## src/hw/rtl/apu_pkg.sv

```systemverilog
package apu_pkg;

  // line buffer size and derived index width
  localparam int MAX_WIDTH = 4096;
  localparam int COL_W     = $clog2(MAX_WIDTH);

  // configuration register widths
  localparam int CFG_WIDTH_W  = 13;
  localparam int CFG_HEIGHT_W = 15;
  localparam int PADDR_W      = 4;
  localparam int PDATA_W      = 32;

  // stream word widths
  localparam int ALPHA_W = 8;
  localparam int RGB_W   = 24;
  localparam int TDATA_W = ALPHA_W + RGB_W;

  // front to back queue
  localparam int Q_DEPTH = 2;
  localparam int Q_PTR_W = $clog2(Q_DEPTH);
  localparam int Q_CNT_W = $clog2(Q_DEPTH + 1);

  // register index codes
  typedef enum logic [1:0] {
    REG_WIDTH  = 2'd0,
    REG_HEIGHT = 2'd1,
    REG_MODE   = 2'd2
  } cfg_reg_e;

  // predictor codes
  typedef enum logic [1:0] {
    MODE_NONE       = 2'd0,
    MODE_HORIZONTAL = 2'd1,
    MODE_VERTICAL   = 2'd2,
    MODE_GRADIENT   = 2'd3
  } filter_mode_e;

  // one classified pixel on its way to the back end
  typedef struct packed {
    logic [COL_W-1:0]   col;
    logic               first_row;
    logic               first_col;
    logic               last;
    logic [ALPHA_W-1:0] residual;
    logic [RGB_W-1:0]   rgb;
  } pix_cmd_t;

endpackage

```

## src/hw/rtl/apu_queue.sv

```systemverilog
module apu_queue
  import apu_pkg::*;
(
  input  logic     clk_i,
  input  logic     rst_ni,
  input  logic     push_i,
  input  pix_cmd_t push_cmd_i,
  output logic     ready_o,
  input  logic     pop_i,
  output logic     valid_o,
  output pix_cmd_t head_o
);

  pix_cmd_t            mem_q [Q_DEPTH];
  logic [Q_PTR_W-1:0]  wr_ptr_q, rd_ptr_q;
  logic [Q_CNT_W-1:0]  cnt_q;

  assign ready_o = (cnt_q != Q_CNT_W'(Q_DEPTH));
  assign valid_o = (cnt_q != '0);
  assign head_o  = mem_q[rd_ptr_q];

  // entry storage
  always_ff @(posedge clk_i) begin
    if (push_i) begin
      mem_q[wr_ptr_q] <= push_cmd_i;
    end
  end

  // pointers and fill level
  always_ff @(posedge clk_i or negedge rst_ni) begin
    if (!rst_ni) begin
      wr_ptr_q <= '0;
      rd_ptr_q <= '0;
      cnt_q    <= '0;
    end else begin
      if (push_i) begin
        wr_ptr_q <= (wr_ptr_q == Q_PTR_W'(Q_DEPTH - 1)) ? '0 : wr_ptr_q + Q_PTR_W'(1);
      end
      if (pop_i) begin
        rd_ptr_q <= (rd_ptr_q == Q_PTR_W'(Q_DEPTH - 1)) ? '0 : rd_ptr_q + Q_PTR_W'(1);
      end
      if (push_i && !pop_i) begin
        cnt_q <= cnt_q + Q_CNT_W'(1);
      end else if (pop_i && !push_i) begin
        cnt_q <= cnt_q - Q_CNT_W'(1);
      end
    end
  end

endmodule

```

## config.mk

```make
export PLATFORM = sky130hd
export DESIGN_NAME = apu_queue
export DESIGN_NICKNAME = d
export VERILOG_FILES = /design/src/hw/rtl/apu_pkg.sv /design/src/hw/rtl/apu_queue.sv
export SDC_FILE = /design/constraint.sdc
export NUM_CORES = 1
export LEC_CHECK = 0
export CORE_ASPECT_RATIO = 1.4
export CORE_UTILIZATION = 40
export CTS_BUF_LIST = sky130_fd_sc_hd__clkbuf_8 sky130_fd_sc_hd__clkbuf_16
export CTS_CLUSTER_SIZE = 10
export DETAILED_ROUTE_END_ITERATION = 6
export DONT_BUFFER_PORTS = 1
export PLACE_DENSITY = 0.57
export REMOVE_ABC_BUFFERS = 1
export SLEW_MARGIN = 20
export SYNTH_ARGS = -nofsm -noshare
export SYNTH_HDL_FRONTEND = slang
export SYNTH_SLANG_ARGS = --single-unit
```

## constraint.sdc

```tcl
create_clock -name clk_i -period 5 [get_ports clk_i]
set_input_delay 0.75 -clock clk_i [delete_from_list [all_inputs] [get_ports clk_i]]
set_output_delay 0.75 -clock clk_i [all_outputs]
set_load 0.05 [all_outputs]
```

# Word-level counts from Yosys, hierarchy flattened
# Memory sizes are Yosys's and may differ from the RTL's.
# Index checks and enable logic that the tools add are counted.
[classes] addsub=4 n_eq_ne=1 muxes=6 n_reduce_logical=6
[ops] cell="two-way mux 1 bit" count=4
[ops] cell="two-way mux 2 bit" count=2
[ops] cell="nonzero test 2 bit" count=2
[ops] cell="adder 1 bit (second input constant)" count=2
[ops] cell="adder 2 x 1 -> 2 bit (second input constant)" count=1
[ops] cell="logical AND 1 bit" count=2
[ops] cell="logical NOT 1 bit" count=2
[ops] cell="inequality test 2 bit (second input constant)" count=1
[ops] cell="subtractor 2 x 1 -> 2 bit (second input constant)" count=1
[word_totals] regBits=4 ram_bits=94 inputBits=51 out_inout_bits=49 elab_cells=21 mem_count=1
[mem_list] name="mem_q" depth=2 width=47 rd=1 rd_clocked_by_memory_dff=0 write_ports=1 line_no="apu_queue.sv:14" source="pix_cmd_t mem_q [Q_DEPTH];"

# Depth between registers and ports, before layout
[depth] ltp_word=4 mapped_depth=5 ltp_nobuf=5

# Least setup slack after synthesis
# No wires, ideal clock.
[synth_path] kind="input -> register" from="input port push_i" to="memory mem_q[0][0] in the netlist's numbering (enable)" setup_time_ns=0.457 t_arrival_ns=2.838 required_time_ns=4.543 setup_slack_ns=1.704 path_stages=1 n_path_buf=0 path_cell_list="nor2b_1"
[synth_between] elab_chain_cells=2
[synth_lines] item="start: declaration" line_no="apu_queue.sv:6" source="input logic push_i,"
[synth_lines] item="two-way mux 1 bit" line_no="apu_queue.sv:24" source="if (push_i) begin"
[synth_lines] item="two-way mux 1 bit (implied by the code)" line_no="apu_queue.sv:25" source="mem_q[wr_ptr_q] <= push_cmd_i;"
[synth_lines] item="end: declaration" line_no="apu_queue.sv:14"
# Every way passes these cells.

==> qor.csv <==
metric;value;unit
grt_overflow;0;
ios;100;
synth_common_cells;94 x edfxtp_1, 27 x mux2_2, 20 x mux2_4;
grtUsageMet1;11.1;%
htreeDepth;3;
numCtsBuffers;9;
clock_path_buffers;2;
slowest_stage;dfrtp_2;
syn_inst;162;
cp_slowest_stage_delay;660;ps
synth_top_family_by_area;multiplexers;
die_h;115;um
fin_tns_setup;0;ps
antenna_left;0;
crit_family;flip-flops;
clkTransAtPathRegs;60;ps
worst_slack;2200;ps
clock_skew;3.40;ps
met2_usage;22.3;%
insertion_delay;330;ps
synth_simple_gate_area_share;0.786;%
ys_seq_elements;98;
rows;40;
grt_busiest_layer;met2;
dp_slack;2520;ps
num-fill-cells;757;
ys_types;15;
antenna_found_initial;0;
die_w;82.8;um
setup_violations;0;
cts_hold_buf;0;
num_vias;1438;
timing.fmax;0.357;GHz
r2r_cells;2;
place.gp.congestion;0.709;
synthMuxAreaShare;16.5;%
hold_violations;0;
drive_above_1_share;37.1;%
synthTopCellsByArea;edfxtp_1 77%, mux2_2 8.3%, mux2_4 8.2%, dfrtp_1 2.7%, xor2_1 0.96%;
yosys.cell_count.top_type;edfxtp_1;
avgRoutedWirePerCell;20.0;um
syn_to_final_growth;10.9;%
maxCapViolations;0;
grt_use_total;12.1;%
cp_max_fo;31;
antenna_cells;0;
drc;0;
initial_core_util;42.0;%
core;0.00871;mm^2
hold_class;input pin to async pin;
synthXorXnorAreaFrac;1.20;%
portBuffers;0;
timing.slew.headroom;54.0;%
place_inst;264;
synthAdderAreaFrac;0.342;%
power;2.90;mW
num-nets-final;222;
cp.depth;2;
fin_cells;280;
wirelength;5610;um
crit_path_start_kind;flop;
dieArea;0.00954;mm^2
power_leakage;1.39;nW
min_period;2800;ps
ys.flop_type;edfxtp_1;
use_met3;5.89;%
ctsResizeCount;0;
first_pass_iters;4;
synth_enable_flop_cells;94;
cp.arrival;2050;ps
cp_cell_sequence;buf_4, mux2_2;
ys_warn_count;0;
via_per_inst;5.14;
path_buf_inv;1;
outcome;finished clean;
cts-root-buf;clkbuf_16;
async_flop_share;4.08;%
criticalPathCategory;flop to primary output;
synth.avg_cell_area;22.6;um^2
required;4250;ps
cp-end-kind;primary output;
postCtsSetupBuffers;0;
yosysTopAreaCell;edfxtp_1;
synth-compound-area-share;0;%
grt_setup_unrepaired;false;
post-route-period-util;56.1;%
grt_pass1_wl;8280;um
finalMaxSlewViolations;0;
synth.top_cell.area_share;77.1;%
worstMarginPinSlew;688;ps
grt_max_degree;48;
ir_drop;0.000411;V
cts_tree;yes;
holdWs;111;ps
grt_pass1_vias;1539;
dr.first_iter.drc_count;87;
clock-sinks;98;
power.density;714;mW/mm^2
syn-cell-area;0.00366;mm^2
yosysSeqAreaShare;79.9;%
hpwl;3800;um
[cell families after synthesis]
group | count (synthesis)
xor gates and xnor gates | 5
adders and majority gates | 1
buffers and inverters | 6
DFF | 98
muxes | 47
and+or+nand+nor | 5
[state kept, by name (all words and copies together), names as in the netlist]
name      cells
wr_ptr_q      1
mem_q        94
cnt_q         2
rd_ptr_q      1
[final cells by class]
class	instances	area (um^2)	area share, %
multi-input combinational	58	699	17.2
inverter	1	3.75	0.0925
timing repair buffer	2	15.0	0.370
sequential	98	2920	72.0
clock buffer	9	225	5.55
tap	105	131	3.24
clock inverter	7	60.1	1.48
[final timing paths]
| check | from | end | slack [ps] |
|---|---|---|---|
| worst max-delay path | rd_ptr_q | head_o[27] | 2200 |
| worst min-delay path | rst_ni | rd_ptr_q | 110 |
| worst max register to register | wr_ptr_q | mem_q[0][5] | 3180 |
| worst min register to register | cnt_q[1] | cnt_q[1] | 500 |
| max in group asynchronous | rst_ni | rd_ptr_q | 4810 |
| min in group clk_i | pop_i | rd_ptr_q | 500 |
[power breakdown]
part,total (mW),switching (mW),leakage (nW),internal (mW)
Combinational,1.08,0.816,0.332,0.264
Clock,0.646,0.266,0.132,0.380
Sequential,1.17,0.0790,0.928,1.09
Total,2.90,1.16,1.39,1.74
[stage by stage]
stage / util [%] / cell area [um^2]
4_1_cts: 46.6 / 4060
6_report: 46.6 / 4060
3_3_place_gp: 43.3 / 3770
2_1_floorplan: - / 3620
5_1_grt: 46.6 / 4060
3_5_place_dp: 43.3 / 3770
[placed cells by master, fill, tap and decap left out, types with 2 or more instances in the layout]
cell type,instances
xor2_1,4
mux2_2,27
mux2_4,20
dfrtp_1,3
edfxtp_1,94
clkinvlp_4,2
buf_4,2
clkbuf_16,9
clkinv_1,4
[routing by layer]
metal / up-vias / wire, um
met4: 0 / 104
met2: 53 / 3130
met5: - / 0
li1: 644 / -
met1: 732 / 1930
met3: 9 / 453
(Power assumes the default switching activity.)
