==> src/hw/rtl/apu_pkg.sv <==
package apu_pkg;

  // line buffer size and derived index width
  localparam int MAX_WIDTH = 4096;
  localparam int COL_W     = $clog2(MAX_WIDTH);

  // configuration register widths
  localparam int CFG_WIDTH_W  = 13;
  localparam int CFG_HEIGHT_W = 15;
  localparam int PADDR_W      = 4;
  localparam int PDATA_W      = 32;

  // stream word widths
  localparam int ALPHA_W = 8;
  localparam int RGB_W   = 24;
  localparam int TDATA_W = ALPHA_W + RGB_W;

  // front to back queue
  localparam int Q_DEPTH = 2;
  localparam int Q_PTR_W = $clog2(Q_DEPTH);
  localparam int Q_CNT_W = $clog2(Q_DEPTH + 1);

  // register index codes
  typedef enum logic [1:0] {
    REG_WIDTH  = 2'd0,
    REG_HEIGHT = 2'd1,
    REG_MODE   = 2'd2
  } cfg_reg_e;

  // predictor codes
  typedef enum logic [1:0] {
    MODE_NONE       = 2'd0,
    MODE_HORIZONTAL = 2'd1,
    MODE_VERTICAL   = 2'd2,
    MODE_GRADIENT   = 2'd3
  } filter_mode_e;

  // one classified pixel on its way to the back end
  typedef struct packed {
    logic [COL_W-1:0]   col;
    logic               first_row;
    logic               first_col;
    logic               last;
    logic [ALPHA_W-1:0] residual;
    logic [RGB_W-1:0]   rgb;
  } pix_cmd_t;

endpackage

==> src/hw/rtl/apu_front.sv <==
module apu_front
  import apu_pkg::*;
(
  input  logic                    clk_i,
  input  logic                    rst_ni,
  input  logic                    restart_i,
  input  logic [CFG_WIDTH_W-1:0]  image_width_i,
  input  logic [CFG_HEIGHT_W-1:0] image_height_i,
  input  logic                    s_axis_tvalid_i,
  output logic                    s_axis_tready_o,
  input  logic [TDATA_W-1:0]      s_axis_tdata_i,
  input  logic                    q_ready_i,
  output logic                    q_push_o,
  output pix_cmd_t                q_cmd_o
);

  localparam int XW = (COL_W + 1 > CFG_WIDTH_W) ? COL_W + 1 : CFG_WIDTH_W;
  localparam int YW = CFG_HEIGHT_W + 1;

  logic [COL_W-1:0]        col_q, col_d;
  logic [CFG_HEIGHT_W-1:0] row_q, row_d;
  logic [XW-1:0]           width_ext, width_eff, col_next;
  logic [YW-1:0]           height_eff, row_next;
  logic                    col_end, row_end, accept;

  // effective frame size: zero acts as one, width capped at the line buffer
  always_comb begin
    width_ext = XW'(image_width_i);
    if (width_ext == '0) begin
      width_eff = XW'(1);
    end else if (width_ext > XW'(MAX_WIDTH)) begin
      width_eff = XW'(MAX_WIDTH);
    end else begin
      width_eff = width_ext;
    end
    if (image_height_i == '0) begin
      height_eff = YW'(1);
    end else begin
      height_eff = YW'(image_height_i);
    end
  end

  // position classification
  assign col_next = XW'(col_q) + XW'(1);
  assign row_next = YW'(row_q) + YW'(1);
  assign col_end  = (col_next >= width_eff);
  assign row_end  = (row_next >= height_eff);

  assign s_axis_tready_o = q_ready_i;
  assign accept          = s_axis_tvalid_i && q_ready_i;
  assign q_push_o        = accept;

  always_comb begin
    q_cmd_o.col       = col_q;
    q_cmd_o.first_row = (row_q == '0);
    q_cmd_o.first_col = (col_q == '0);
    q_cmd_o.last      = col_end && row_end;
    q_cmd_o.residual  = s_axis_tdata_i[ALPHA_W-1:0];
    q_cmd_o.rgb       = s_axis_tdata_i[TDATA_W-1:ALPHA_W];
  end

  // scan position of the next word
  always_comb begin
    col_d = col_q;
    row_d = row_q;
    if (restart_i) begin
      col_d = '0;
      row_d = '0;
    end else if (accept) begin
      if (col_end) begin
        col_d = '0;
        row_d = row_end ? '0 : CFG_HEIGHT_W'(row_next);
      end else begin
        col_d = COL_W'(col_next);
      end
    end
  end

  always_ff @(posedge clk_i or negedge rst_ni) begin
    if (!rst_ni) begin
      col_q <= '0;
      row_q <= '0;
    end else begin
      col_q <= col_d;
      row_q <= row_d;
    end
  end

endmodule

==> config.mk <==
export PLATFORM = sky130hd
export DESIGN_NAME = apu_front
export DESIGN_NICKNAME = d
export VERILOG_FILES = /design/src/hw/rtl/apu_pkg.sv /design/src/hw/rtl/apu_front.sv
export SDC_FILE = /design/constraint.sdc
export NUM_CORES = 1
export LEC_CHECK = 0
export ABC_CLOCK_PERIOD_IN_PS = 3350
export BUFFER_PORTS_ARGS = -buffer_cell sky130_fd_sc_hd__buf_2
export CAP_MARGIN = 20
export CORE_MARGIN = 2
export CORE_UTILIZATION = 50
export DETAILED_ROUTE_END_ITERATION = 8
export PLACE_DENSITY = 0.92
export RECOVER_POWER = 50
export SYNTH_ARGS = -nofsm -noshare
export SYNTH_HDL_FRONTEND = slang
export SYNTH_SLANG_ARGS = --single-unit
==> constraint.sdc <==
create_clock -name clk_i -period 3.35 [get_ports clk_i]
set_input_delay 0.1675 -clock clk_i [delete_from_list [all_inputs] [get_ports clk_i]]
set_output_delay 0.1675 -clock clk_i [all_outputs]
set_load 0.01 [all_outputs]
Yosys cells after proc, flatten, opt, wreduce, memory -nomap -nowiden
Index checks and enable logic that the tools add are counted.
{"block": "totals", "register_bits": 27, "latch_bits": 0, "mem_bits_rw": 0, "mem_bits_ro": 0, "input_bits": 65, "output_inout_bits": 49, "wordCells": 26, "memories": 0}
{"block": "classes", "n_addsub": 2, "n_mul": 0, "div": 0, "n_lt_le_gt_ge": 3, "eq_ne": 0, "n_shift": 0, "muxes": 10, "n_bitwise": 0, "n_reduce_logical": 9}
{"op": "15-bit 2-to-1 mux", "count": 5}
{"op": "12-bit 2-to-1 mux", "count": 3}
{"op": "15-bit zero test", "count": 2}
{"op": "13-bit 2-to-1 mux", "count": 2}
{"op": "15-bit by 1-bit adder with 16-bit output (second input constant)", "count": 1}
{"op": "16-bit >= comparator", "count": 1}
{"op": "12-bit by 1-bit adder with 13-bit output (second input constant)", "count": 1}
{"op": "13-bit >= comparator", "count": 1}
{"op": "13-bit > comparator (second input constant)", "count": 1}
{"op": "13-bit zero test", "count": 1}
{"op": "12-bit zero test", "count": 1}
{"op": "2-bit nonzero test", "count": 2}
{"op": "1-bit logical AND", "count": 2}
{"op": "2-bit AND reduction", "count": 1}

Logic depth before layout (Yosys ltp)
{"block": "depth", "depth_word": 7, "mapped_depth": 14, "depth_no_buf": 13}

Worst setup path after synthesis
Ideal clock, no wire load.
{"block": "synth_path", "path_kind": "reg-to-reg", "startpoint": "register col_q[0]", "endpoint": "register col_q[5]", "setup_time_ns": 0.066, "t_arrival_ns": 2.973, "required_ns": 3.284, "slack_ns": 0.310, "stages_incl_launch_ff": 14, "n_path_buf": 1, "period_less_slack_ns": 3.040, "cell_sequence": "dfrtp_1 > ha_1 > and3_1 > and3_1 > and3_1 > nand3_1 > xnor2_1 > ha_1 > a21oi_1 > o21ai_1 > or3b_1 > clkbuf_1 > o41ai_1 > o31a_1"}
{"block": "synth_via", "elab_chain_len": 5}
{"item": "start, declared", "line_no": "apu_front.sv:20", "source": "logic [COL_W-1:0] col_q, col_d;"}
{"item": "start signal, assigned", "line_no": "apu_front.sv:84", "source": "col_q <= col_d;"}
{"item": "12-bit by 1-bit adder with 13-bit output (*)", "line_no": "apu_front.sv:44", "source": "assign col_next = XW'(col_q) + XW'(1);"}
{"item": "13-bit >= comparator", "line_no": "apu_front.sv:46", "source": "assign col_end = (col_next >= width_eff);"}
{"item": "12-bit 2-to-1 mux (*)", "line_no": "apu_front.sv:70", "source": "if (col_end) begin"}
{"item": "12-bit 2-to-1 mux (*)", "line_no": "apu_front.sv:69", "source": "end else if (accept) begin"}
{"item": "12-bit 2-to-1 mux (*)", "line_no": "apu_front.sv:66", "source": "if (restart_i) begin"}
Every way passes the cells marked *; elsewhere a longest branch is shown, timed or not. The select of a mux whose other input is x is not followed.
A chain may end at the register's enable or synchronous reset.

==> results.sh <==
export IMPL_status="completed"
export IMPL_yosysSeqAreaShare=0.237
export IMPL_synthTopCellsByCount="39 x nand2_1, 36 x buf_4, 32 x ha_1, 27 x dfrtp_1, 25 x inv_1"
export IMPL_synth_edff_count=0
export IMPL_synth_largest_area_cell="dfrtp_1"
export IMPL_diodes=0
export IMPL_clock_latency_ns=0.29
export IMPL_stdcell_area_mm2=0.00305
export IMPL_totalNegativeSetupSlack_ns=0
export IMPL_h_tree_depth=1
export IMPL_dieArea_mm2=0.00633
export IMPL_drv_cap=0
export IMPL_cp_end_kind="output pin"
export IMPL_syn_inst=358
export IMPL_slew_headroom=0.00942
export IMPL_synth_area_top_cells="dfrtp_1 24%, ha_1 14%, buf_4 9.5%, nand2_1 5.1%, nand4_1 4.6%"
export IMPL_num_nets_final=475
export IMPL_grt_pass1_wl_um=10800
export IMPL_ios=114
export IMPL_ys_warnings_count=0
export IMPL_dr_pass1_iters=5
export IMPL_critPathKind="register to output pin"
export IMPL_required_ns=3.18
export IMPL_final_util=0.553
export IMPL_grt_pass1_vias=2430
export IMPL_syn2layout_area_growth_pct=6.61
export IMPL_ys_flop_type="dfrtp_1"
export IMPL_synth_distinct_cells=49
export IMPL_setup_viol=0
export IMPL_period_minus_slack_ns=3.18
export IMPL_wl_per_cell_um=15.5
export IMPL_critPathArrivalTime_ns=3.01
export IMPL_hp_class="input pin to register"
export IMPL_antenna_found_initial=0
export IMPL_ys_seq_elements=27
export IMPL_drive_gt1_frac=0.218
export IMPL_placed_area_mm2=0.00290
export IMPL_yosysMostFrequentCell="nand2_1"
export IMPL_grt_max_degree=28
export IMPL_initial_core_util=0.519
export IMPL_worstMarginPinSlew_ns=1.49
export IMPL_rsz0062_at_grt="no"
export IMPL_clockBufferDepth=2
export IMPL_peakVddDrop_v=0.000150
export IMPL_avgSynthCellArea_um2=7.98
export IMPL_routed_via_density=6.06
export IMPL_critPathLaunchType="register"
export IMPL_dp_final_hpwl_um=5240
export IMPL_fin_skew_ns=0.0166
export IMPL_pwr_density_cell_mw_per_mm2=216
export IMPL_rows=27
export IMPL_startpoint="row_q[0]"
export IMPL_drc_errors=0
export IMPL_syn_area_mm2=0.00286
export IMPL_period_share=0.948
export IMPL_synth_top_area_share=0.237
export IMPL_timing_rr_start="col_q[1]"
export IMPL_die_w_um=79.6
export IMPL_synthArstFlopShare=1.00
export IMPL_cts_inserted_buffers=3
export IMPL_clockRootBuffer="clkbuf_8"
export IMPL_max_freq_mhz=315
export IMPL_hold_start="restart_i"
export IMPL_gr_total_overflow=0
export IMPL_finalHoldViolations=0
export IMPL_cp_max_fo=5
export IMPL_num_vias=2721
export IMPL_synth_nets=455
export IMPL_ant_nets=0
export IMPL_cts_tree="done"
export IMPL_grt_usage=0.212
export IMPL_leakage_nw=1.55
export IMPL_port_buffers=49
export IMPL_die_y_um=79.6
export IMPL_clock_sinks=27
export IMPL_place_congestion=0.940
export IMPL_drv_slew=0
export IMPL_clkTransAtPathRegs_ns=0.11
export IMPL_totalWireLength_um=6980
export IMPL_drtIter0Drc=187
export IMPL_design_core_area_mm2=0.00551
-- worst paths after layout --
check                              end  slack, ns  cells after the start
max                        q_cmd_o[32]       0.17                     11
max reg2reg                   col_q[2]       0.19                     12
max in group asynchronous     row_q[2]       1.61                      2
min in group asynchronous    row_q[13]       0.75                      2
min reg2reg                   row_q[1]       0.57                      2
min                           row_q[5]       0.29                      2
-- cells by family after synthesis --
logic type	share of synthesized area
simple gates	0.264
xor+xnor	0.0583
flops	0.237
compound gates	0.152
buf+inv	0.149
fa+ha+maj	0.140
-- sequential cells by signal, indices dropped and copies added (netlist names) --
signal and count:
row_q 15, col_q 12
-- final cells by class --
cell class	count	area (um2)
clock buffers	3	41.3
clock inverters	1	7.51
fillers	503	2460
inverters	25	93.8
multi-input cells	258	1780
flip-flops and latches	27	681
well taps	72	90.1
repair buffers	63	350
-- stage by stage --
stage          power, mW  setup slack [ns]  hold WS (ns)  cells
2_1_floorplan      0.441             0.310        -0.128    358
3_3_place_gp       0.449             0.238         0.209    436
3_5_place_dp       0.455            0.0687         0.218    436
4_1_cts            0.651            0.0407         0.287    442
5_1_grt            0.685           0.00137         0.311    449
6_report           0.659             0.174         0.287    449
-- worst max-delay path, stage by stage, from the launching register on --
cell     delay, ns
dfrtp_1       0.43
ha_1          0.31
nand2_2       0.12
or3_1         0.43
xnor2_1       0.16
ha_1          0.20
a21o_1        0.17
a21oi_1       0.22
o31a_1        0.23
nand2_1       0.16
o21a_1        0.16
buf_2         0.14
-- cells in the final DEF, fill, tap and decap left out, types with 6 or more instances in the layout --
| cell type | instances |
|---|---|
| nor2_1 | 21 |
| xor2_1 | 8 |
| buf_4 | 13 |
| nand2b_1 | 6 |
| a22o_1 | 7 |
| xnor2_1 | 11 |
| nand2_1 | 39 |
| dfrtp_1 | 23 |
| a21oi_1 | 21 |
| nor4_1 | 10 |
| inv_1 | 25 |
| ha_1 | 32 |
| nand3_1 | 12 |
| buf_2 | 47 |
| and3_1 | 7 |
| nand4_1 | 21 |
-- report_power, final --
part | switching [mW] | leakage (nW) | internal, mW
combinational | 0.0755 | 1.16 | 0.0522
sequential | 0.00343 | 0.369 | 0.329
clock | 0.114 | 0.0217 | 0.0848
total | 0.193 | 1.55 | 0.466
-- per-layer routing --
metal | global-route usage | routed length, um | vias up
met2 | 0.365 | 3430 | 157
met4 | 0.0724 | 110 | 0
met1 | 0.263 | 2890 | 1257
met3 | 0.0396 | 542 | 15
li1 | - | - | 1292
met5 | 0 | 0 | -
-- repair_timing --
| action | in CTS | in global routing |
|---|---|---|
| hold endpoints to repair | 27 | 0 |
| pin swaps | 1 | 1 |
| setup buffers | 1 | 6 |
| cloned | 0 | 1 |
| resized for setup | 0 | 11 |
| hold buffers | 1 | 0 |
| setup endpoints to repair | 1 | 25 |
(Power assumes the default switching activity.)
