## src/hw/rtl/apu_pkg.sv

```systemverilog
package apu_pkg;

  // line buffer size and derived index width
  localparam int MAX_WIDTH = 4096;
  localparam int COL_W     = $clog2(MAX_WIDTH);

  // configuration register widths
  localparam int CFG_WIDTH_W  = 13;
  localparam int CFG_HEIGHT_W = 15;
  localparam int PADDR_W      = 4;
  localparam int PDATA_W      = 32;

  // stream word widths
  localparam int ALPHA_W = 8;
  localparam int RGB_W   = 24;
  localparam int TDATA_W = ALPHA_W + RGB_W;

  // front to back queue
  localparam int Q_DEPTH = 2;
  localparam int Q_PTR_W = $clog2(Q_DEPTH);
  localparam int Q_CNT_W = $clog2(Q_DEPTH + 1);

  // register index codes
  typedef enum logic [1:0] {
    REG_WIDTH  = 2'd0,
    REG_HEIGHT = 2'd1,
    REG_MODE   = 2'd2
  } cfg_reg_e;

  // predictor codes
  typedef enum logic [1:0] {
    MODE_NONE       = 2'd0,
    MODE_HORIZONTAL = 2'd1,
    MODE_VERTICAL   = 2'd2,
    MODE_GRADIENT   = 2'd3
  } filter_mode_e;

  // one classified pixel on its way to the back end
  typedef struct packed {
    logic [COL_W-1:0]   col;
    logic               first_row;
    logic               first_col;
    logic               last;
    logic [ALPHA_W-1:0] residual;
    logic [RGB_W-1:0]   rgb;
  } pix_cmd_t;

endpackage

```

## src/hw/rtl/apu_back.sv

```systemverilog
module apu_back
  import apu_pkg::*;
(
  input  logic               clk_i,
  input  logic               rst_ni,
  input  logic               restart_i,
  input  filter_mode_e       filter_mode_i,
  input  logic               q_valid_i,
  input  pix_cmd_t           q_head_i,
  output logic               q_pop_o,
  output logic               ram_re_o,
  output logic [COL_W-1:0]   ram_raddr_o,
  input  logic [ALPHA_W-1:0] ram_rdata_i,
  output logic               ram_we_o,
  output logic [COL_W-1:0]   ram_waddr_o,
  output logic [ALPHA_W-1:0] ram_wdata_o,
  output logic               m_axis_tvalid_o,
  input  logic               m_axis_tready_i,
  output logic [TDATA_W-1:0] m_axis_tdata_o,
  output logic               m_axis_tlast_o
);

  pix_cmd_t           work_q;
  logic               work_valid_q;
  logic               above_live_q;
  logic [ALPHA_W-1:0] above_q;
  logic [ALPHA_W-1:0] left_q, upper_left_q;
  logic               out_valid_q;
  logic [TDATA_W-1:0] out_data_q;
  logic               out_last_q;

  logic               fire, pop, collide;
  logic [ALPHA_W-1:0] above, pred, alpha;
  logic [ALPHA_W+1:0] grad_sum;

  // handshakes between queue, work stage and output register
  assign fire    = work_valid_q && (!out_valid_q || m_axis_tready_i);
  assign pop     = q_valid_i && (!work_valid_q || fire);
  assign collide = fire && pop && (work_q.col == q_head_i.col);
  assign q_pop_o = pop;

  // line buffer read for the word entering the work stage
  assign ram_re_o    = pop;
  assign ram_raddr_o = q_head_i.col;

  // above value: fresh read data, held copy, or forwarded write
  assign above = above_live_q ? ram_rdata_i : above_q;

  // gradient: left + above - upper left, clipped to a byte
  assign grad_sum = {2'b00, left_q} + {2'b00, above} - {2'b00, upper_left_q};

  // predictor selection
  always_comb begin
    if (filter_mode_i == MODE_NONE || (work_q.first_row && work_q.first_col)) begin
      pred = '0;
    end else if (work_q.first_row) begin
      pred = left_q;
    end else if (work_q.first_col) begin
      pred = above;
    end else begin
      case (filter_mode_i)
        MODE_HORIZONTAL: pred = left_q;
        MODE_VERTICAL:   pred = above;
        MODE_GRADIENT: begin
          if (grad_sum[ALPHA_W+1]) begin
            pred = '0;
          end else if (grad_sum[ALPHA_W]) begin
            pred = '1;
          end else begin
            pred = grad_sum[ALPHA_W-1:0];
          end
        end
        default: pred = '0;
      endcase
    end
  end

  assign alpha = work_q.residual + pred;

  // line buffer write-back
  assign ram_we_o    = fire;
  assign ram_waddr_o = work_q.col;
  assign ram_wdata_o = alpha;

  // work stage payload
  always_ff @(posedge clk_i) begin
    if (pop) begin
      work_q <= q_head_i;
    end
    if (pop && collide) begin
      above_q <= alpha;
    end else if (work_valid_q && !fire && above_live_q) begin
      above_q <= ram_rdata_i;
    end
    if (fire) begin
      out_data_q <= {alpha, work_q.rgb};
      out_last_q <= work_q.last;
    end
  end

  // control and neighbor state
  always_ff @(posedge clk_i or negedge rst_ni) begin
    if (!rst_ni) begin
      work_valid_q <= 1'b0;
      above_live_q <= 1'b0;
      out_valid_q  <= 1'b0;
      left_q       <= '0;
      upper_left_q <= '0;
    end else begin
      if (pop) begin
        work_valid_q <= 1'b1;
        above_live_q <= !collide;
      end else begin
        if (fire) begin
          work_valid_q <= 1'b0;
        end
        if (work_valid_q && !fire) begin
          above_live_q <= 1'b0;
        end
      end
      if (fire) begin
        out_valid_q <= 1'b1;
      end else if (m_axis_tready_i) begin
        out_valid_q <= 1'b0;
      end
      if (restart_i) begin
        left_q       <= '0;
        upper_left_q <= '0;
      end else if (fire) begin
        left_q       <= work_q.last ? '0 : alpha;
        upper_left_q <= work_q.last ? '0 : above;
      end
    end
  end

  assign m_axis_tvalid_o = out_valid_q;
  assign m_axis_tdata_o  = out_data_q;
  assign m_axis_tlast_o  = out_last_q;

endmodule

```

## config.mk

```make
export PLATFORM = sky130hd
export DESIGN_NAME = apu_back
export DESIGN_NICKNAME = d
export VERILOG_FILES = /design/src/hw/rtl/apu_pkg.sv /design/src/hw/rtl/apu_back.sv
export SDC_FILE = /design/constraint.sdc
export NUM_CORES = 1
export LEC_CHECK = 0
export ABC_AREA = 1
export BUFFER_PORTS_ARGS = -buffer_cell sky130_fd_sc_hd__buf_2
export CAP_MARGIN = 10
export CORE_MARGIN = 10
export CORE_UTILIZATION = 48
export CTS_CLUSTER_DIAMETER = 200
export CTS_CLUSTER_SIZE = 10
export DETAILED_ROUTE_END_ITERATION = 16
export PLACE_DENSITY = 0.76
export SLEW_MARGIN = 5
export SYNTH_ARGS = -nofsm -noshare
export SYNTH_HDL_FRONTEND = slang
export SYNTH_SLANG_ARGS = --single-unit
```

## constraint.sdc

```tcl
create_clock -name clk_i -period 3.7 [get_ports clk_i]
set_clock_uncertainty 0.05 [all_clocks]
set_input_delay 0 -clock clk_i [delete_from_list [all_inputs] [get_ports clk_i]]
set_output_delay 0 -clock clk_i [all_outputs]
set_load 0.02 [all_outputs]
```

=== Word level (Yosys, flattened, before mapping) ===
Cells that the tools add are included.

* Shift operators: 0
* Equal/unequal tests: 4
* Muxes and demuxes: 21
* Magnitude comparators: 0
* Multipliers: 0
* Divide/modulo/power cells: 0
* Bitwise logic cells: 0
* Add/sub/neg operators: 3
* Reduce and logical (&&, ||, !) cells: 21

{| class="wikitable"
|+ Operators by type and width
! operator !! count
|-
| $mux W8 || 14
|-
| $pmux W8 S3 || 1
|-
| $eq A12 B12 Y1 || 1
|-
| $reduce_bool A2 Y1 || 5
|-
| $sub A9 B8 Y10 || 1
|-
| $add A8 B8 Y9 || 1
|-
| $add A8 B8 Y8 || 1
|-
| $logic_and A1 B1 Y1 || 8
|-
| $mux W1 || 6
|-
| $eq A2 B2 Y1 const B || 2
|-
| $logic_not A1 Y1 || 4
|-
| $logic_or A1 B1 Y1 || 3
|-
| $eq A2 B1 Y1 const B || 1
|-
| $logic_not A2 Y1 || 1
|}

* Memory bits (read-only): 0
* Input bits: 62
* Bits in writable memories: 0
* Memories: 0
* Bits in latches: 0
* Flip-flop bits (word level): 107
* Logic and storage cells: 63
* Output and inout port bits: 69

=== Longest topological paths before layout ===
* Depth after elaboration: 13
* Gate-level depth with buffers: 28
* Gate-level depth less buffers: 28

=== Worst setup path before layout ===
No wires, ideal clock.

* Kind: register -> register
* Start: register above_live_q
* End: register above_q[6] (data pin)
* Data required time: 3.498 ns
* Setup time: 0.152 ns
* Arrival time: 4.170 ns
* Period minus slack after synthesis: 4.372 ns
* Slack: -0.672 ns
* Stages on the path, launching flop included: 25
* Buffers on the path: 0
* Cells stage by stage: dfrtp_1 -> inv_2 -> or2_2 -> o21ai_0 -> fa_1 -> inv_1 -> ha_1 -> or2_1 -> nand3_1 -> nand3_1 -> nand2_2 -> inv_1 -> o21ai_0 -> nand3_1 -> nand2_1 -> a21oi_1 -> ha_1 -> fa_1 -> nand3_1 -> nand2_1 -> a21oi_1 -> o21bai_1 -> xor2_1 -> inv_1 -> o21ai_0

* Cells in the longest elaborated chain, start to end: 11

{| class="wikitable"
|+ Ends and longest elaborated chain
! what !! line !! source
|-
| from (decl) || apu_back.sv:25 || <nowiki>logic above_live_q;</nowiki>
|-
| from (signal assigned) || apu_back.sv:112 || <nowiki>above_live_q <= !collide;</nowiki>
|-
| $mux W8 (*) || apu_back.sv:47 || <nowiki>assign above = above_live_q ? ram_rdata_i : above_q;</nowiki>
|-
| $add A8 B8 Y9 || apu_back.sv:50 || <nowiki>assign grad_sum = {2'b00, left_q} + {2'b00, above} - {2'b00, upper_left_q};</nowiki>
|-
| $sub A9 B8 Y10 || apu_back.sv:50 ||
|-
| $mux W8 || apu_back.sv:67 || <nowiki>end else if (grad_sum[ALPHA_W]) begin</nowiki>
|-
| $mux W8 || apu_back.sv:65 || <nowiki>if (grad_sum[ALPHA_W+1]) begin</nowiki>
|-
| $pmux W8 S3 || apu_back.sv:61 || <nowiki>case (filter_mode_i)</nowiki>
|-
| $mux W8 (*) || apu_back.sv:58 || <nowiki>end else if (work_q.first_col) begin</nowiki>
|-
| $mux W8 (*) || apu_back.sv:56 || <nowiki>end else if (work_q.first_row) begin</nowiki>
|-
| $mux W8 (*) || apu_back.sv:54 || <nowiki>if (filter_mode_i == MODE_NONE || (work_q.first_row && work_q.first_col)) begin</nowiki>
|-
| $add A8 B8 Y8 (*) || apu_back.sv:78 || <nowiki>assign alpha = work_q.residual + pred;</nowiki>
|-
| named net ram_wdata_o[6] || apu_back.sv:16 || <nowiki>output logic [ALPHA_W-1:0] ram_wdata_o,</nowiki>
|-
| $mux W8 (*) || apu_back.sv:90 || <nowiki>if (pop && collide) begin</nowiki>
|-
| to (signal assigned) || apu_back.sv:91 || <nowiki>above_q <= alpha;</nowiki>
|-
| to (signal assigned) || apu_back.sv:93 || <nowiki>above_q <= ram_rdata_i;</nowiki>
|-
| to (decl) || apu_back.sv:26 || <nowiki>logic [ALPHA_W-1:0] above_q;</nowiki>
|}

The timed path passes the listed nets; every way through them passes the cells marked *.
A chain may end at the register's enable or synchronous reset.

=== Final worst setup path ===
* Start: register above_live_q
* End: output port ram_wdata_o[7]

* Cells in the longest elaborated chain, start to end: 10

{| class="wikitable"
|+ Ends and longest elaborated chain
! what !! line
|-
| $mux W8 (*) || apu_back.sv:47
|-
| $add A8 B8 Y9 || apu_back.sv:50
|-
| $sub A9 B8 Y10 || apu_back.sv:50
|-
| $mux W8 || apu_back.sv:67
|-
| $mux W8 || apu_back.sv:65
|-
| $pmux W8 S3 || apu_back.sv:61
|-
| $mux W8 (*) || apu_back.sv:58
|-
| $mux W8 (*) || apu_back.sv:56
|-
| $mux W8 (*) || apu_back.sv:54
|-
| $add A8 B8 Y8 (*) || apu_back.sv:78
|-
| to (decl) || apu_back.sv:16
|}

Mark *: on every way between the ends. The rest lies on a longest branch, timed or not.

==> flow_metrics.tcl <==
set metrics [dict create \
    drc 0 \
    p_switching_mw 1.49 \
    tightest_slew_ns 1.31 \
    start_util 0.487 \
    die_h_um 124 \
    hold_class "primary input to asynchronous set/reset pin" \
    fin_crit_ns 4.65 \
    slowest_delay_ns 0.50 \
    ys_ff_latch 107 \
    htreeDepth 3 \
    drv_slew 0 \
    clock-sinks 107 \
    critPathLaunch "above_live_q" \
    post-place-ws_ns -0.542 \
    worst_slack_ns -0.948 \
    syn_area_per_cell_um2 11.1 \
    synth_cell_types 37 \
    diodes 0 \
    grt_pass1_wl_um 25400 \
    path_max_fanout 6 \
    path_delay_family "adder cells" \
    intPower_mw 2.48 \
    synth_warnings 0 \
    critPathBufInv 8 \
    dpl_cell_area_mm2 0.00638 \
    crit_required_ns 3.65 \
    die-area_mm2 0.0155 \
    clockRootBuffer "clkbuf_8" \
    finalWeightedCongestion 0.910 \
    row_count 38 \
    hold_viol 0 \
    fmax_mhz 215 \
    fp.dieW_um 124 \
    clockBufferDepth 2 \
    fin_area_mm2 0.00783 \
    status "finished with violations" \
    slowest_stage "dfrtp_2" \
    p_comb_frac 0.443 \
    clkLatencyLatePin_ns 0.39 \
    total_power_mw 3.97 \
    endpoint "ram_wdata_o[7]" \
    sequentialPowerShare 0.378 \
    r2r_slack_ns -0.87 \
    r2r-end "above_q[7]" \
    drive_gt1_frac 0.457 \
    arrival_ns 4.60 \
    drt-total-wl_um 18900 \
    io_pins 131 \
    failed_checks "negative setup slack" \
    final_core_util 0.728 \
    gr-total-overflow 0 \
    dr_total_vias 4766 \
    endpoint_kind "primary output" \
    path_depth 26 \
    setup_viol 28 \
    ir_drop_v 0.000334 \
    syn_nets 560 \
    yosysSeqAreaShare 0.596 \
    maxCapViolCount 0 \
    wl_per_cell_um 21.9 \
    synthCells 473 \
    power.density_mw_per_mm2 507 \
    final_nets 806 \
    regToRegStartpoint "above_live_q" \
    first_pass_iters 6 \
    p_clk_frac 0.180 \
    hpwl_um 10600 \
    area_growth_pct 49.6 \
    p_sw_frac 0.375 \
    postRouteAntennaNets 0 \
    reg2reg_depth 30 \
    synth_area_mm2 0.00523 \
    path_class "register to primary output" \
    cts_made_buffers 9 \
    antenna_found_initial 0 \
    grt_start_max_net_pins 50 \
    relSlewSlack 0.115 \
    vias_per_cell 5.52 \
    core_mm2 0.0107 \
    rsz0062_at_grt "yes" \
    critPathLaunchType "register" \
    cts_tree "built" \
    layout_commonest_cell "buf_2" \
    leakage_nw 3.43 \
    clkTransAtPathRegs_ns 0.11 \
    first_global_vias 4844 \
    period_share 1.26 \
    track_usage 0.204 \
    io_buffers 130 \
    drt_iter0_drc 477 \
    mostFrequentLayoutCells "buf_2, edfxtp_1, nand2_1" \
]
layout make-up:
cell class / count / area, um2
clock buffer: 9 / 124
clock inverter: 7 / 68.8
fill: 659 / 2920
inverter: 67 / 267
multi-input combinational: 270 / 2170
sequential: 107 / 3120
tap: 140 / 175
timing repair buffer: 263 / 1900
timing repair inverter: 1 / 7.51
layer usage:
layer	part of all wire	vias up	track usage
met3	0.087	104	0.0519
met5	0	-	0
met1	0.33	2262	0.208
met2	0.52	336	0.376
met4	0.064	0	0.0980
li1	-	2064	-
how the worst min path moves through the flow:
stage | from | end | slack (ns) | depth (start not counted)
floorplan | rst_ni | above_live_q | -0.35 | 0
global placement | rst_ni | upper_left_q[4] | -0.06 | 1
global route | rst_ni | upper_left_q[3] | 0.09 | 2
CTS | ram_rdata_i[5] | upper_left_q[5] | 0.03 | 4
finish | rst_ni | upper_left_q[3] | 0.06 | 2
detailed placement | rst_ni | upper_left_q[3] | -0.07 | 1
synthesized netlist by cell type:
cell type	n	area, um2
o211ai_1	3	22.5
buf_2	2	10.0
o31ai_1	1	7.51
o21ai_0	35	175
nor3_1	2	10.0
xor2_1	11	96.3
o21ai_2	1	8.76
fa_1	9	180
nand3_2	2	20.0
nand2_1	84	315
or2_1	3	18.8
o21a_1	1	7.51
xnor2_1	11	96.3
or2_2	5	31.3
nand2_2	8	50.1
o21bai_1	2	15.0
clkbuf_1	2	7.51
and2_1	2	12.5
nor2_1	12	45.0
inv_1	63	236
o21ai_1	4	20.0
clkinv_1	1	3.75
nand4_1	4	25.0
ha_1	16	200
a21oi_1	26	130
o22ai_1	6	37.5
clkinv_2	1	5.00
nor4_1	2	12.5
dfrtp_1	19	475
inv_2	2	7.51
buf_4	25	188
a22oi_1	3	22.5
edfxtp_1	88	2640
nor3b_1	1	7.51
nor2_4	1	11.3
nand3_1	14	70.1
nor2_2	1	6.26
cells by family after synthesis:
family,after synthesis,share of synthesized area
and+or+nand+nor,141,0.122
AOI/OAI and AO/OA,82,0.0854
adders and majority gates,25,0.0727
xor gates and xnor gates,22,0.0368
DFF,107,0.596
buffers and inverters,96,0.0875
stage by stage:
stage / std cells / hold slack, ns / setup TNS, ns
final: 864 / 0.0604 / -17.14
after global routing: 864 / 0.0897 / -22.81
after CTS: 859 / 0.0320 / -9.99
after detailed placement: 768 / -0.0714 / -7.36
after global placement: 768 / -0.0636 / -5.47
after floorplan: 473 / -0.346 / -1.79
state kept, by name, indices dropped and copies added, names as in the netlist:
name / cells
ram_waddr_o: 12
above_q: 8
left_q: 8
m_axis_tlast_o: 1
work_valid_q: 1
m_axis_tvalid_o: 1
above_live_q: 1
upper_left_q: 8
m_axis_tdata_o: 32
work_q: 35
power by group through the flow:
stage          Sequential (mW)  Combinational [mW]  Clock (mW)
2_1_floorplan             1.56               0.719           0
3_3_place_gp              1.50                1.23           0
3_5_place_dp              1.51                1.25           0
4_1_cts                   1.49                1.49       0.699
5_1_grt                   1.51                1.87       0.754
6_report                  1.50                1.76       0.712
timing repair:
item                                   in CTS  in global routing
hold buffers                               59                  0
pin swaps                                  34                 32
buffers inserted                           17                  7
endpoints found under the hold margin      87                  0
cloned                                      1                  0
resized for setup                          66                 55
setup endpoints to repair                  27                 30
worst register-to-register path, delay by kind of cell, from the launching register on:
kind | cells | cell delay [ns]
compound gates | 6 | 0.78
xor+xnor | 1 | 0.18
fa+ha+maj | 3 | 0.91
buf+inv | 6 | 0.71
flops | 1 | 0.50
simple gates | 14 | 1.19
Note: power is estimated with default switching activity, not from simulation.
